<file path="src/rtl/core/kwct_pkg.sv">
package kwct_pkg;

	// Table sizes
	localparam int KEY_DEPTH  = 1024;
	localparam int MOVE_DEPTH = 4096;
	localparam int RUN_MAX    = 256;

	// Derived widths
	localparam int KIDX_W = $clog2(KEY_DEPTH);
	localparam int KCNT_W = $clog2(KEY_DEPTH + 1);
	localparam int MIDX_W = $clog2(MOVE_DEPTH);
	localparam int MCNT_W = $clog2(MOVE_DEPTH + 1);
	localparam int LEN_W  = $clog2(RUN_MAX + 1);
	localparam int POS_W  = $clog2(MOVE_DEPTH + RUN_MAX + 1);

	// Field widths
	localparam int KEY_W  = 64;
	localparam int CODE_W = 15;
	localparam int WGT_W  = 16;
	localparam int RND_W  = 31;
	localparam int TOT_W  = 24;
	localparam int SQ_W   = 3;
	localparam int CNT5_W = $clog2(RND_W);

	localparam logic [TOT_W-1:0] WEIGHT_SAT = '1;

	// Request types
	localparam logic REQ_LOAD   = 1'b0;
	localparam logic REQ_LOOKUP = 1'b1;

	// Result status codes
	typedef enum logic [1:0] {
		ST_LOADED    = 2'd0,
		ST_FOUND     = 2'd1,
		ST_NOT_FOUND = 2'd2,
		ST_FULL      = 2'd3
	} status_t;

	// Controller to datapath commands
	typedef struct packed {
		logic    capture;
		logic    load_wr;
		logic    srch_rd;
		logic    srch_step;
		logic    run_rd;
		logic    mod_init;
		logic    mod_step;
		logic    walk_init;
		logic    walk_rd;
		logic    walk_step;
		logic    resp;
		status_t resp_status;
	} dp_cmd_t;

	// Datapath to controller status
	typedef struct packed {
		logic req_lookup;
		logic load_full;
		logic srch_active;
		logic hit;
		logic run_zero;
		logic mod_last;
		logic walk_more;
		logic walk_pick;
	} dp_sts_t;

endpackage

</file>
<file path="src/rtl/core/kwct_ctrl.sv">
module kwct_ctrl (
	input  logic              clk,
	input  logic              arst_n,
	input  logic              start,
	output logic              busy,
	output kwct_pkg::dp_cmd_t cmd,
	input  kwct_pkg::dp_sts_t sts
);

	typedef enum logic [3:0] {
		S_IDLE,
		S_DISPATCH,
		S_LOAD,
		S_SRCH_CHK,
		S_SRCH_CMP,
		S_RUN_RD,
		S_RUN_CHK,
		S_MOD,
		S_WALK_CHK,
		S_WALK_CMP
	} state_t;

	state_t state_q, state_d;

	assign busy = (state_q != S_IDLE);

	// Next state and commands
	always_comb begin
		cmd         = '0;
		cmd.resp_status = kwct_pkg::ST_LOADED;
		state_d     = state_q;
		case (state_q)
			S_IDLE: begin
				if (start) begin
					cmd.capture = 1'b1;
					state_d     = S_DISPATCH;
				end
			end
			S_DISPATCH: begin
				state_d = sts.req_lookup ? S_SRCH_CHK : S_LOAD;
			end
			S_LOAD: begin
				cmd.resp = 1'b1;
				if (sts.load_full) begin
					cmd.resp_status = kwct_pkg::ST_FULL;
				end else begin
					cmd.load_wr     = 1'b1;
					cmd.resp_status = kwct_pkg::ST_LOADED;
				end
				state_d = S_IDLE;
			end
			S_SRCH_CHK: begin
				if (sts.srch_active) begin
					cmd.srch_rd = 1'b1;
					state_d     = S_SRCH_CMP;
				end else begin
					cmd.resp        = 1'b1;
					cmd.resp_status = kwct_pkg::ST_NOT_FOUND;
					state_d         = S_IDLE;
				end
			end
			S_SRCH_CMP: begin
				if (sts.hit) begin
					state_d = S_RUN_RD;
					cmd.run_rd = 1'b0;
				end else begin
					cmd.srch_step = 1'b1;
					state_d       = S_SRCH_CHK;
				end
			end
			S_RUN_RD: begin
				// lo takes the hit index while the run record is read at that index
				cmd.run_rd = 1'b1;
				state_d    = S_RUN_CHK;
			end
			S_RUN_CHK: begin
				if (sts.run_zero) begin
					cmd.resp        = 1'b1;
					cmd.resp_status = kwct_pkg::ST_NOT_FOUND;
					state_d         = S_IDLE;
				end else begin
					cmd.mod_init = 1'b1;
					state_d      = S_MOD;
				end
			end
			S_MOD: begin
				cmd.mod_step = 1'b1;
				if (sts.mod_last) begin
					cmd.walk_init = 1'b1;
					state_d       = S_WALK_CHK;
				end
			end
			S_WALK_CHK: begin
				if (sts.walk_more) begin
					cmd.walk_rd = 1'b1;
					state_d     = S_WALK_CMP;
				end else begin
					cmd.resp        = 1'b1;
					cmd.resp_status = kwct_pkg::ST_NOT_FOUND;
					state_d         = S_IDLE;
				end
			end
			S_WALK_CMP: begin
				if (sts.walk_pick) begin
					cmd.resp        = 1'b1;
					cmd.resp_status = kwct_pkg::ST_FOUND;
					state_d         = S_IDLE;
				end else begin
					cmd.walk_step = 1'b1;
					state_d       = S_WALK_CHK;
				end
			end
			default: begin
				state_d = S_IDLE;
			end
		endcase
	end

	// State register
	always_ff @(posedge clk or negedge arst_n) begin
		if (!arst_n)
			state_q <= S_IDLE;
		else
			state_q <= state_d;
	end

endmodule

</file>
<file path="config.mk">
export PLATFORM = sky130hd
export DESIGN_NAME = kwct_ctrl
export DESIGN_NICKNAME = d
export VERILOG_FILES = /design/src/rtl/core/kwct_pkg.sv /design/src/rtl/core/kwct_ctrl.sv
export SDC_FILE = /design/constraint.sdc
export NUM_CORES = 1
export LEC_CHECK = 0
export BUFFER_PORTS_ARGS = -buffer_cell sky130_fd_sc_hd__clkbuf_2
export CAP_MARGIN = 20
export CORE_AREA = 2 2 39 41
export DETAILED_ROUTE_END_ITERATION = 7
export DIE_AREA = 0 0 41 43
export PLACE_DENSITY_LB_ADDON = 0.05
export SETUP_SLACK_MARGIN = 0.15
export SLEW_MARGIN = 10
export SYNTH_ARGS = -nofsm -noshare
export SYNTH_HDL_FRONTEND = slang
export SYNTH_SLANG_ARGS = --single-unit
</file>
<file path="constraint.sdc">
create_clock -name clk -period 3.25 [get_ports clk]
set_input_delay 0.4875 -clock clk [delete_from_list [all_inputs] [get_ports clk]]
set_output_delay 0.4875 -clock clk [all_outputs]
set_load 0.005 [all_outputs]
</file>
==> results.md <==
* Status: complete, no violations
* R2R Path Start: state_q[0]
* Crit. Startpoint: state_q[3]
* Nets at 103
* Period utilization at 67.5%
* Total number of vias at 559
* First-pass GRT wire length at 1950 um
* Power per cell area at 788 mW/mm^2
* Initial antenna violation count at 0
* Root buf cell: clkbuf_4
* Pleak at 0.293 nW
* Starting DRT DRC Count at 5
* Clk_lat worst skew at 0.23 ns
* # DRC at 0
* Layout cells sized above 1 at 34.4%
* Slew headroom at 60.1%
* CTS HTree Levels at 1
* Routed WL per cell at 12.0 um
* Final wirelength at 1270 um
* IO Port Bufs at 24
* Final Critical Period at 2.19 ns
* Total GRT Usage at 15.7%
* Synth-to-Final Area Change at 25.3%
* Pre-CTS setup slack at 1.31 ns
* Sw frac at 49.5%
* Sequential area share after synthesis at 21.1%
* Total CTS buffers at 3
* RSZ-0062 raised after global routing: false
* Die Wd at 41 um
* Synthesized area at 474 sq um
* Std cell rows at 14
* Setup TNS at 0 ns
* Area of the die at 0.00176 sq mm
* Global placement routability congestion at 0.714
* DRT Pass-1 Iters at 4
* Flops & latches, synth at 4
* Clock Power Share at 12.6%
* Post-cts sizing count at 0
* Max Cap Viol at 0
* CP endpoint kind: primary output
* Crit path kind: register to primary output
* Post-detail-place hpwl at 945 um
* Largest net degree at the start of global routing at 19
* Worst VDD drop at 0.000428 V
* Max Clock Skew at 0.00352 ns
* PnR worst setup slack at 1.06 ns
* Hold Slack at 0.0531 ns
* Grt total ovfl at 0
* Pins Over Slew Limit at 0
* Reg power frac at 32.9%
* Internal Pwr Total at 0.236 mW
* Reg with most FFs: state_q
* Clk sink count at 4
* I/O pin cnt at 25
* Largest regs: state_q: 4 flops
* Crit-path max FO at 14
* Clk slew on worst S/H paths at 0.04 ns
* Worst Max-Slew Pin Slew at 0.599 ns
* Routed vias/inst at 5.27
* Fmax at 0.456 GHz
* Synthesized instance count at 68
* Inserted Diodes at 0
* CTS tree: done
* CORE AREA at 0.00138 sq mm
* Clock buffer depth at 2
* Max FFs per register at 4
* Comb power frac at 54.5%
* Die Y at 43 um
* HP Class: input port to asynchronous set/reset pin
* Hold Buf Count CTS at 0
* Syn_area_per_cell at 6.97 sq um
* Finish-stage setup viols at 0
* Post-CTS setup buffers at 0
* Netlist cell types at 30
* Switching power at 0.232 mW
* Final-report hold violation count at 0
* Vias in the first global route at 481
* Starting density of the core at 34.3%
* Syn_nets at 79
* Setup crit start kind: register
* Antenna-violating nets left at 0
* Syn. warnings at 0
* Arr. time, crit path at 1.71 ns
* WP data required at 2.76 ns
## kinds of logic (layout without fill, tap and decap cells)
| group | after synthesis | in the layout | synth area share [%] |
|---|---|---|---|
| multiplexers | 2 | 2 | 4.22 |
| AO/OA/AOI/OAI | 17 | 17 | 25.9 |
| buffers and inverters | 9 | 31 | 12.1 |
| AND/OR/NAND/NOR | 36 | 36 | 36.7 |
| flip-flops | 4 | 4 | 21.1 |
## worst paths after layout
kind                                   end  slack (ns)  depth (start not counted)
worst min-delay path            state_q[2]        0.05                          1
worst min register to register  state_q[2]        0.71                          1
worst max register to register  state_q[0]        1.73                          4
worst max-delay path                cmd[1]        1.06                          5
max in group asynchronous       state_q[3]        3.07                          1
min in group clk                state_q[0]        0.53                          2
## power by group through the flow
stage | clock network [mW] | logic [mW] | registers (mW)
after floorplan | 0 | 0.268 | 0.0863
after global routing | 0.0642 | 0.288 | 0.162
after global placement | 0 | 0.261 | 0.155
after CTS | 0.0638 | 0.258 | 0.151
after detailed placement | 0 | 0.256 | 0.152
final | 0.0592 | 0.255 | 0.154
## synthesized netlist by cell type, drive strengths merged
master	number	share of area (%)
nor2	11	8.7
buf	5	9.0
nand2	5	4.0
nor3	5	5.3
dfrtp	4	21
inv	4	3.2
nand2b	4	5.3
nand3	4	4.2
a21oi	3	4.0
o21ai	3	3.2
a211oi	2	3.2
and3	2	2.6
mux2i	2	4.2
nor4	2	2.6
a2111oi	1	2.1
a21o	1	1.6
a31o	1	1.8
and2	1	1.3
nor2b	1	1.3
o211ai	1	1.6
o21a	1	1.6
o21bai	1	1.6
o22ai	1	1.3
o311ai	1	1.8
o32a	1	2.1
or3	1	1.3
## layout make-up
cell class	count	area, sq um
well taps	16	20.0
multi-input cells	55	317
repair buffers	24	120
flip-flops and latches	4	100
fillers	160	790
clock buffers	3	22.5
inverters	4	15.0
## critical path, stage by stage, from the launching register on
cell	delay (ns)
dfrtp_1	0.59
nand2b_1	0.17
or3_1	0.35
a21oi_2	0.15
a31o_1	0.12
clkbuf_2	0.10
## metal layers
layer	vias up	track usage, %	wire length (um)
met3	0	0	50
met1	258	23.2	568
li1	287	-	-
met5	-	0	0
met2	14	22.8	650
met4	0	8.00	0
## placed cells by master, fill, tap and decap left out, drive strengths merged, types with 3 or more instances in the layout
master and instances:
clkbuf 27, nor2 11, nand2 5, nor3 5
nand2b 4, nand3 4, dfrtp 4, inv 4
o21ai 3, a21oi 3
## stage by stage
step | power, mW | area, sq um | std cells | utilization, %
6_report | 0.468 | 594 | 106 | 42.9
5_1_grt | 0.515 | 594 | 106 | 42.9
4_1_cts | 0.473 | 594 | 106 | 42.9
3_5_place_dp | 0.408 | 572 | 103 | 41.3
3_3_place_gp | 0.416 | 572 | 103 | 41.3
2_1_floorplan | 0.354 | 474 | 68 | -
No activity file was read; power rests on OpenSTA's default activity.
